==> src/design/kpd_pkg.sv <==
// ----------------------------------------------------------------------------
// kpd_pkg: keypad scanner shared definitions
// Matrix geometry, counter widths, configuration register indexes and the
// control bundle handed from the scan sequencer to the counter update unit.
// ----------------------------------------------------------------------------
package kpd_pkg;

   localparam int MAX_ROWS  = 4;
   localparam int MAX_COLS  = 4;
   localparam int NUM_KEYS  = MAX_ROWS * MAX_COLS;
   localparam int LEVEL_W   = 16;
   localparam int CODE_W    = 5;
   localparam int CNT_W     = 8;
   localparam int CFG_W     = 8;
   localparam int CSR_IDX_W = 2;
   localparam int DIM_W     = 3;
   localparam int STEP_W    = $clog2(NUM_KEYS);
   localparam int ROW_W     = $clog2(MAX_ROWS + 1);
   localparam int COL_W     = (MAX_COLS > 1) ? $clog2(MAX_COLS) : 1;
   localparam int LVL_SUM_W = 8;
   localparam int LVL_IDX_W = $clog2(LEVEL_W);

   localparam logic [CNT_W-1:0] DEBOUNCE_RESET = CNT_W'(200);
   localparam logic [CNT_W-1:0] CNT_MAX        = {CNT_W{1'b1}};

   // configuration register indexes
   localparam logic [CSR_IDX_W-1:0] CSR_PRESSED_LEVEL  = 2'd0;
   localparam logic [CSR_IDX_W-1:0] CSR_ROWS_IN_USE    = 2'd1;
   localparam logic [CSR_IDX_W-1:0] CSR_COLS_IN_USE    = 2'd2;
   localparam logic [CSR_IDX_W-1:0] CSR_DEBOUNCE_TICKS = 2'd3;

   typedef struct packed {
      logic             active;   // this key is scanned on this tick
      logic             pressed;  // sampled level matches the pressed level
      logic [CNT_W-1:0] thr;      // debounce threshold
   } upd_ctrl_type;

endpackage

==> src/design/matrix_keypad_debounce_scanner.sv <==
// ----------------------------------------------------------------------------
// matrix_keypad_debounce_scanner: matrix keypad scanner with debounce
// One request word is one scan tick; the response word carries the code of
// the first key whose debounce counter reaches the threshold, or 0.
// ----------------------------------------------------------------------------
// The sixteen-cell counter ring makes one full turn per tick, one counter
//   through the update unit per cycle, but the last step of a tick waits
//   until the response register can take the result.
// A new request is taken in the last cycle of the current tick.
// Reset (synchronous): counters cleared, registers to pressed level 0,
//   4 rows, 4 columns, threshold 200; no clearing pass is needed.
// ----------------------------------------------------------------------------
module matrix_keypad_debounce_scanner (
   input  logic                          clock,
   input  logic                          reset,
   // request channel
   input  logic                          req_valid,
   output logic                          req_ready,
   input  logic [kpd_pkg::LEVEL_W-1:0]   req_key_levels,
   // response channel
   output logic                          rsp_valid,
   input  logic                          rsp_ready,
   output logic [kpd_pkg::CODE_W-1:0]    rsp_key_code,
   // configuration write port
   input  logic                          csr_write,
   input  logic [kpd_pkg::CSR_IDX_W-1:0] csr_index,
   input  logic [kpd_pkg::CFG_W-1:0]     csr_wdata
);

   localparam logic [kpd_pkg::STEP_W-1:0] LAST_STEP = kpd_pkg::STEP_W'(kpd_pkg::NUM_KEYS - 1);

   // configuration registers
   logic                         pressed_level_ff;
   logic [kpd_pkg::DIM_W-1:0]    rows_ff;
   logic [kpd_pkg::DIM_W-1:0]    cols_ff;
   logic [kpd_pkg::CNT_W-1:0]    thr_ff;

   // scan sequencer
   logic                         busy_ff, busy_in;
   logic [kpd_pkg::STEP_W-1:0]   step_ff, step_in;
   logic [kpd_pkg::ROW_W-1:0]    row_ff, row_in;
   logic [kpd_pkg::COL_W-1:0]    col_ff, col_in;
   logic                         done_ff, done_in;
   logic [kpd_pkg::CODE_W-1:0]   code_ff, code_in;
   logic [kpd_pkg::LEVEL_W-1:0]  levels_ff, levels_in;

   // output register
   logic                         rsp_valid_ff, rsp_valid_in;
   logic [kpd_pkg::CODE_W-1:0]   rsp_code_ff, rsp_code_in;

   logic                         slot_free, advance, finish, accept;
   logic [kpd_pkg::DIM_W-1:0]    rows_eff, cols_eff;
   logic                         col_wrap;
   logic [kpd_pkg::LVL_SUM_W-1:0] lvl_sum;
   logic                         key_level;
   logic [kpd_pkg::CODE_W-1:0]   step_code;

   kpd_pkg::upd_ctrl_type        upd_ctrl;
   logic [kpd_pkg::CNT_W-1:0]    upd_cnt;
   logic                         upd_hit;
   logic [kpd_pkg::CNT_W-1:0]    ring_q [kpd_pkg::NUM_KEYS];
   logic [kpd_pkg::CNT_W-1:0]    ring_d [kpd_pkg::NUM_KEYS];

   // ---------------------------------------------------------------------
   // configuration
   // ---------------------------------------------------------------------
   always_ff @(posedge clock) begin
      if (reset) begin
         pressed_level_ff <= 1'b0;
         rows_ff          <= kpd_pkg::DIM_W'(4);
         cols_ff          <= kpd_pkg::DIM_W'(4);
         thr_ff           <= kpd_pkg::DEBOUNCE_RESET;
      end else if (csr_write) begin
         case (csr_index)
            kpd_pkg::CSR_PRESSED_LEVEL:  pressed_level_ff <= csr_wdata[0];
            kpd_pkg::CSR_ROWS_IN_USE:    rows_ff <= csr_wdata[kpd_pkg::DIM_W-1:0];
            kpd_pkg::CSR_COLS_IN_USE:    cols_ff <= csr_wdata[kpd_pkg::DIM_W-1:0];
            kpd_pkg::CSR_DEBOUNCE_TICKS: thr_ff <= csr_wdata[kpd_pkg::CNT_W-1:0];
            default: ;
         endcase
      end
   end

   // counts beyond the matrix fall back to the matrix size
   assign rows_eff = (rows_ff > kpd_pkg::DIM_W'(kpd_pkg::MAX_ROWS)) ?
                     kpd_pkg::DIM_W'(kpd_pkg::MAX_ROWS) : rows_ff;
   assign cols_eff = (cols_ff > kpd_pkg::DIM_W'(kpd_pkg::MAX_COLS)) ?
                     kpd_pkg::DIM_W'(kpd_pkg::MAX_COLS) : cols_ff;

   // ---------------------------------------------------------------------
   // handshake
   // ---------------------------------------------------------------------
   // The last step of a tick only retires when the output register can
   // take the result; a new word is then accepted in that same cycle.
   assign slot_free = !rsp_valid_ff || rsp_ready;
   assign advance   = busy_ff && ((step_ff != LAST_STEP) || slot_free);
   assign finish    = advance && (step_ff == LAST_STEP);
   assign req_ready = !busy_ff || finish;
   assign accept    = req_valid && req_ready;

   // ---------------------------------------------------------------------
   // scan position: step is the packed counter index cols*row+col, the
   // level bit uses the fixed matrix stride
   // ---------------------------------------------------------------------
   assign lvl_sum = kpd_pkg::LVL_SUM_W'(row_ff) * kpd_pkg::LVL_SUM_W'(kpd_pkg::MAX_COLS)
                    + kpd_pkg::LVL_SUM_W'(col_ff);
   assign key_level = (lvl_sum < kpd_pkg::LVL_SUM_W'(kpd_pkg::LEVEL_W)) ?
                      levels_ff[lvl_sum[kpd_pkg::LVL_IDX_W-1:0]] : 1'b0;

   assign upd_ctrl.active  = busy_ff && !done_ff && (rows_eff != '0) && (cols_eff != '0)
                             && (kpd_pkg::DIM_W'(row_ff) < rows_eff);
   assign upd_ctrl.pressed = (key_level == pressed_level_ff);
   assign upd_ctrl.thr     = thr_ff;

   assign step_code = kpd_pkg::CODE_W'(step_ff) + kpd_pkg::CODE_W'(1);
   assign col_wrap  = (kpd_pkg::DIM_W'(col_ff) + kpd_pkg::DIM_W'(1)) == cols_eff;

   always_comb begin
      busy_in   = busy_ff;
      step_in   = step_ff;
      row_in    = row_ff;
      col_in    = col_ff;
      done_in   = done_ff;
      code_in   = code_ff;
      levels_in = levels_ff;
      if (advance) begin
         step_in = step_ff + kpd_pkg::STEP_W'(1);
         if (col_wrap) begin
            col_in = '0;
            // hold the row once past the last row in use
            if (kpd_pkg::DIM_W'(row_ff) != rows_eff) begin
               row_in = row_ff + kpd_pkg::ROW_W'(1);
            end
         end else begin
            col_in = col_ff + kpd_pkg::COL_W'(1);
         end
         if (upd_hit) begin
            done_in = 1'b1;
            code_in = step_code;
         end
         if (finish) begin
            busy_in = 1'b0;
         end
      end
      if (accept) begin
         busy_in   = 1'b1;
         step_in   = '0;
         row_in    = '0;
         col_in    = '0;
         done_in   = 1'b0;
         code_in   = '0;
         levels_in = req_key_levels;
      end
   end

   always_ff @(posedge clock) begin
      if (reset) begin
         busy_ff <= 1'b0;
         step_ff <= '0;
         row_ff  <= '0;
         col_ff  <= '0;
         done_ff <= 1'b0;
         code_ff <= '0;
      end else begin
         busy_ff <= busy_in;
         step_ff <= step_in;
         row_ff  <= row_in;
         col_ff  <= col_in;
         done_ff <= done_in;
         code_ff <= code_in;
      end
   end

   always_ff @(posedge clock) begin
      levels_ff <= levels_in;
   end

   // ---------------------------------------------------------------------
   // counter ring: cell 0 always holds the counter of the current step;
   // its updated value re-enters at the far end, so after a full turn
   // every counter is back at its home cell.
   // ---------------------------------------------------------------------
   kpd_update u_update (
      .ctrl     (upd_ctrl),
      .cnt_cur  (ring_q[0]),
      .cnt_next (upd_cnt),
      .hit      (upd_hit)
   );

   for (genvar g = 0; g < kpd_pkg::NUM_KEYS; g++) begin : g_ring
      if (g == kpd_pkg::NUM_KEYS - 1) begin : g_tail
         assign ring_d[g] = upd_cnt;
      end else begin : g_link
         assign ring_d[g] = ring_q[g+1];
      end
      kpd_cell u_cell (
         .clock   (clock),
         .reset   (reset),
         .shift   (advance),
         .cnt_nbr (ring_d[g]),
         .cnt_out (ring_q[g])
      );
   end

   // ---------------------------------------------------------------------
   // response register
   // ---------------------------------------------------------------------
   always_comb begin
      rsp_valid_in = rsp_valid_ff;
      rsp_code_in  = rsp_code_ff;
      if (finish) begin
         rsp_valid_in = 1'b1;
         rsp_code_in  = upd_hit ? step_code : code_ff;
      end else if (rsp_ready) begin
         rsp_valid_in = 1'b0;
      end
   end

   always_ff @(posedge clock) begin
      if (reset) begin
         rsp_valid_ff <= 1'b0;
      end else begin
         rsp_valid_ff <= rsp_valid_in;
      end
   end

   always_ff @(posedge clock) begin
      rsp_code_ff <= rsp_code_in;
   end

   assign rsp_valid    = rsp_valid_ff;
   assign rsp_key_code = rsp_code_ff;

   // ---------------------------------------------------------------------
   // assertions
   // ---------------------------------------------------------------------
   a_ring_home: assert property (@(posedge clock) disable iff (reset)
      !busy_ff |-> (step_ff == '0))
      else $error("counter ring not aligned while idle");

   a_rsp_from_finish: assert property (@(posedge clock) disable iff (reset)
      $rose(rsp_valid_ff) |-> $past(busy_ff && (step_ff == LAST_STEP)))
      else $error("response raised outside the last scan step");

   a_code_range: assert property (@(posedge clock) disable iff (reset)
      rsp_valid_ff |-> (rsp_code_ff <= kpd_pkg::CODE_W'(kpd_pkg::NUM_KEYS)))
      else $error("key code beyond the matrix");

   a_done_code: assert property (@(posedge clock) disable iff (reset)
      (busy_ff && done_ff) |-> (code_ff != '0))
      else $error("reported key without a code");

   a_row_bound: assert property (@(posedge clock) disable iff (reset)
      busy_ff |-> (row_ff <= kpd_pkg::ROW_W'(kpd_pkg::MAX_ROWS)))
      else $error("row position ran past the matrix");

endmodule

==> src/design/kpd_cell.sv <==
// ----------------------------------------------------------------------------
// kpd_cell: one debounce counter of the rotating counter ring
// Holds one key's counter and passes it to its neighbor on every shift.
// ----------------------------------------------------------------------------
module kpd_cell (
   input  logic                      clock,
   input  logic                      reset,
   input  logic                      shift,
   input  logic [kpd_pkg::CNT_W-1:0] cnt_nbr,
   output logic [kpd_pkg::CNT_W-1:0] cnt_out
);

   logic [kpd_pkg::CNT_W-1:0] cnt_ff;
   logic [kpd_pkg::CNT_W-1:0] cnt_in;

   assign cnt_in  = shift ? cnt_nbr : cnt_ff;
   assign cnt_out = cnt_ff;

   always_ff @(posedge clock) begin
      if (reset) begin
         cnt_ff <= '0;
      end else begin
         cnt_ff <= cnt_in;
      end
   end

endmodule

==> src/design/kpd_update.sv <==
// ----------------------------------------------------------------------------
// kpd_update: debounce counter update
// Counts a pressed key up to threshold plus one (255 at most), clears a
// released key, and flags a counter that lands on the threshold.
// ----------------------------------------------------------------------------
module kpd_update (
   input  kpd_pkg::upd_ctrl_type     ctrl,
   input  logic [kpd_pkg::CNT_W-1:0] cnt_cur,
   output logic [kpd_pkg::CNT_W-1:0] cnt_next,
   output logic                      hit
);

   logic below_top;
   logic [kpd_pkg::CNT_W-1:0] cnt_upd;

   // saturation point is thr+1, capped at the counter's full scale
   assign below_top = (ctrl.thr == kpd_pkg::CNT_MAX) ? (cnt_cur != kpd_pkg::CNT_MAX)
                                                       : (cnt_cur <= ctrl.thr);

   always_comb begin
      if (ctrl.pressed) begin
         cnt_upd = below_top ? cnt_cur + kpd_pkg::CNT_W'(1) : cnt_cur;
      end else begin
         cnt_upd = '0;
      end
   end

   assign cnt_next = ctrl.active ? cnt_upd : cnt_cur;
   assign hit      = ctrl.active && (cnt_upd == ctrl.thr);

endmodule

==> config.mk <==
export PLATFORM = sky130hd
export DESIGN_NAME = matrix_keypad_debounce_scanner
export DESIGN_NICKNAME = d
export VERILOG_FILES = /design/src/design/kpd_pkg.sv /design/src/design/matrix_keypad_debounce_scanner.sv /design/src/design/kpd_cell.sv /design/src/design/kpd_update.sv
export SDC_FILE = /design/constraint.sdc
export NUM_CORES = 1
export LEC_CHECK = 0
export CAP_MARGIN = 20
export CORE_UTILIZATION = 55
export CTS_CLUSTER_SIZE = 12
export DETAILED_ROUTE_END_ITERATION = 6
export DONT_BUFFER_PORTS = 1
export GPL_TIMING_DRIVEN = 0
export PLACE_DENSITY_LB_ADDON = 0.3
export SYNTH_ARGS = -nofsm -noshare
export SYNTH_HDL_FRONTEND = slang
export SYNTH_SLANG_ARGS = --single-unit
==> constraint.sdc <==
create_clock -name clock -period 3 [get_ports clock]
set_input_delay 0.6 -clock clock [delete_from_list [all_inputs] [get_ports clock]]
set_output_delay 0.6 -clock clock [all_outputs]
set_load 0.005 [all_outputs]
==> flow_metrics.env <==
export IMPL_path_buf_inv=2
export IMPL_fmax_ghz=0.311
export IMPL_hp_start="req_key_levels[8]"
export IMPL_ctsHoldBuffers=0
export IMPL_layout_setup_ws_ns=-0.214
export IMPL_final_util=0.663
export IMPL_dieArea_sq_mm=0.0140
export IMPL_syn_area_sq_mm=0.00742
export IMPL_period_needed_ns=3.21
export IMPL_yosysMostFrequentCell="nand2_1"
export IMPL_design_area_sq_mm=0.00874
export IMPL_ys_seq_area_frac=0.517
export IMPL_core_area_sq_mm=0.0132
export IMPL_synth_edf_count=21
export IMPL_cts_made_buffers=17
export IMPL_fp_dieW_um=118
export IMPL_rsz0062_at_grt="true"
export IMPL_synth_common_cells="nand2_1, dfxtp_1, a21oi_1, clkbuf_1, nor2_1"
export IMPL_skew_ns=0.00865
export IMPL_syn_num_nets=919
export IMPL_critPathMaxStageDelay_ns=0.44
export IMPL_yosys_warnings=0
export IMPL_drv_cap=0
export IMPL_grt_pass1_vias=5841
export IMPL_ys_types=63
export IMPL_start_util=0.562
export IMPL_cts_buffer_depth=2
export IMPL_synth_area_leader_cell="dfxtp_1"
export IMPL_holdPathStages=0
export IMPL_async_flop_share=0
export IMPL_cts_sinks=181
export IMPL_dpl_cell_area_sq_mm=0.00774
export IMPL_dr_pass1_iters=5
export IMPL_crit_required_ns=3.18
export IMPL_drt_first_iter_violations=515
export IMPL_hp_class="input port to register"
export IMPL_grt_overflow=0
export IMPL_grt_usage=0.256
export IMPL_grt_start_max_net_pins=20
export IMPL_timing_final_crit_share=1.07
export IMPL_wl_per_cell_um=15.4
export IMPL_clock_root_buffer="clkbuf_16"
export IMPL_hold_violations=0
export IMPL_holdWs_ns=0.264
export IMPL_antenna_found_initial=0
export IMPL_postSynthAreaPerCell_sq_um=8.50
export IMPL_totalWireLength_um=17100
export IMPL_crit_slowest_cell="dfxtp_2"
export IMPL_tightest_slew_ns=1.10
export IMPL_p_leak_nw=2.94
export IMPL_netlist_area_leader_share=0.432
export IMPL_layout_drive_gt1_share=0.136
export IMPL_r2r_slack_ns=-0.21
export IMPL_n_antenna_cell=0
export IMPL_worstPathCellList="ha_1, a41oi_2, a221oi_4, or2_1, buf_6, buf_4, nor3_2, a211oi_1, a2111oi_4, nand4_4, mux2_4"
export IMPL_ant_nets=0
export IMPL_start_kind="register"
export IMPL_status="complete, but fails checks"
export IMPL_grt_pass1_wl_um=28400
export IMPL_cts_max_level=4
export IMPL_critPathKind="register to register"
export IMPL_r2r_end="rsp_key_code[2]"
export IMPL_synth_seq_cells=181
export IMPL_r2r_start="g_ring[0].u_cell.cnt_out[5]"
export IMPL_die_h_um=118
export IMPL_cts_tree="built"
export IMPL_area_delta_synth_final_pct=17.9
export IMPL_finalNetCount=968
export IMPL_drc=0
export IMPL_clkLatencyLatePin_ns=0.43
export IMPL_cts_reportedPaths_clkPinSlew_ns=0.07
export IMPL_crit_family="compound AO/OA/AOI/OAI gates"
export IMPL_report_final_slew_viol_count=0
export IMPL_irDropWorstVdd_uv=382
export IMPL_dpl_hpwl_um=11000
export IMPL_gp_congestion=0.896
export IMPL_violations="negative setup slack"
export IMPL_syn_inst=873
export IMPL_vias_per_cell=5.52
export IMPL_io_pins=38
export IMPL_via_count=6138
export IMPL_slew_headroom=0.256
export IMPL_setup_viol=11
export IMPL_min_to="levels_ff[8]"
export IMPL_crit_path_end_kind="register"
export IMPL_synth_area_leaders="dfxtp_1, nand2_1, a21oi_1, edfxtp_1, ha_1"
export IMPL_path_max_fanout=7
export IMPL_ys_flop_type="dfxtp_1"
export IMPL_cp_arrival_ns=3.40
export IMPL_r2r_cells=11
export IMPL_cellPowerDensity_mw_per_mm2=583
export IMPL_rows=42
export IMPL_io_buffers=0
[area by class of cell]
cell class	count	area, sq um
multi-input combinational	616	3500
clock buffer	19	437
timing repair buffer	31	236
buffer	55	234
clock inverter	13	173
tap	176	220
inverter	20	77.6
fill	1043	4450
sequential	181	3860
[where the power goes]
part | switching, mW | internal (mW)
clock network | 0.979 | 1.34
registers | 0.0199 | 2.48
logic | 0.207 | 0.0818
[metrics by stage]
| step | setup slack (ns) | setup TNS, ns | total power, mW | instances |
|---|---|---|---|---|
| 6_report | -0.214 | -1.49 | 5.10 | 1111 |
| 5_1_grt | -0.379 | -3.06 | 5.23 | 1111 |
| 4_1_cts | -0.126 | -0.727 | 5.10 | 1104 |
| 3_5_place_dp | -0.364 | -2.99 | 2.81 | 1050 |
| 3_3_place_gp | -0.332 | -3.63 | 2.81 | 1049 |
| 2_1_floorplan | -0.0137 | -0.0137 | 2.74 | 873 |
[per-layer routing]
metal	routed length (um)	track usage	part of all wire	vias up
met3	890	0.0547	0.052	30
met4	288	0.0865	0.017	0
met2	8070	0.411	0.47	151
met5	0	0	0	-
met1	7880	0.340	0.46	2893
li1	-	-	-	3064
[worst max-delay path by stage]
| stage | depth (start not counted) | start | to | slack [ns] |
|---|---|---|---|---|
| 6_report | 11 | g_ring[0].u_cell.cnt_out[5] | rsp_key_code[2] | -0.21 |
| 5_1_grt | 11 | g_ring[0].u_cell.cnt_out[5] | rsp_key_code[2] | -0.38 |
| 4_1_cts | 11 | g_ring[0].u_cell.cnt_out[1] | rsp_key_code[2] | -0.13 |
| 3_5_place_dp | 11 | thr_ff[5] | rsp_key_code[1] | -0.36 |
| 3_3_place_gp | 11 | thr_ff[6] | rsp_key_code[1] | -0.33 |
| 2_1_floorplan | 12 | thr_ff[1] | rsp_key_code[1] | -0.01 |
[kinds of logic (layout without fill, tap and decap cells)]
logic type,count (synthesis),in the layout,synth area share
AOI/OAI and AO/OA,195,195,0.154
muxes,24,24,0.0366
adders and majority gates,15,15,0.0253
DFF,181,181,0.517
and+or+nand+nor,370,370,0.212
buffers and inverters,76,138,0.0412
xor gates and xnor gates,12,12,0.0142
[state kept, by name, summed over array words and instances, names as in the netlist]
signal and flops:
rsp_valid 1, step_ff 4, cols_ff 3, thr_ff 8
code_ff 5, row_ff 3, g_ring.u_cell.cnt_out 128, busy_ff 1
rsp_key_code 5, pressed_level_ff 1, done_ff 1, rows_ff 3
col_ff 2, levels_ff 16
[placed cells by master, fill, tap and decap left out, types with 5 or more instances in the layout]
cell type / count
a211o_1: 5
nor3_1: 7
inv_1: 16
dfxtp_2: 7
clkbuf_16: 17
mux2i_1: 17
dfxtp_1: 147
ha_1: 11
nand2_1: 279
clkbuf_1: 44
xnor2_1: 6
a21oi_1: 139
buf_1: 5
edfxtp_1: 21
o21ai_0: 7
a311oi_1: 5
dfxtp_4: 6
nor2_1: 32
buf_4: 30
nand3_1: 10
[repair_timing]
action	4_1_cts	5_1_grt
pin swaps	16	11
buffers inserted	23	8
gates resized for setup	30	14
setup endpoints to repair	11	22
(Power assumes the default switching activity.)
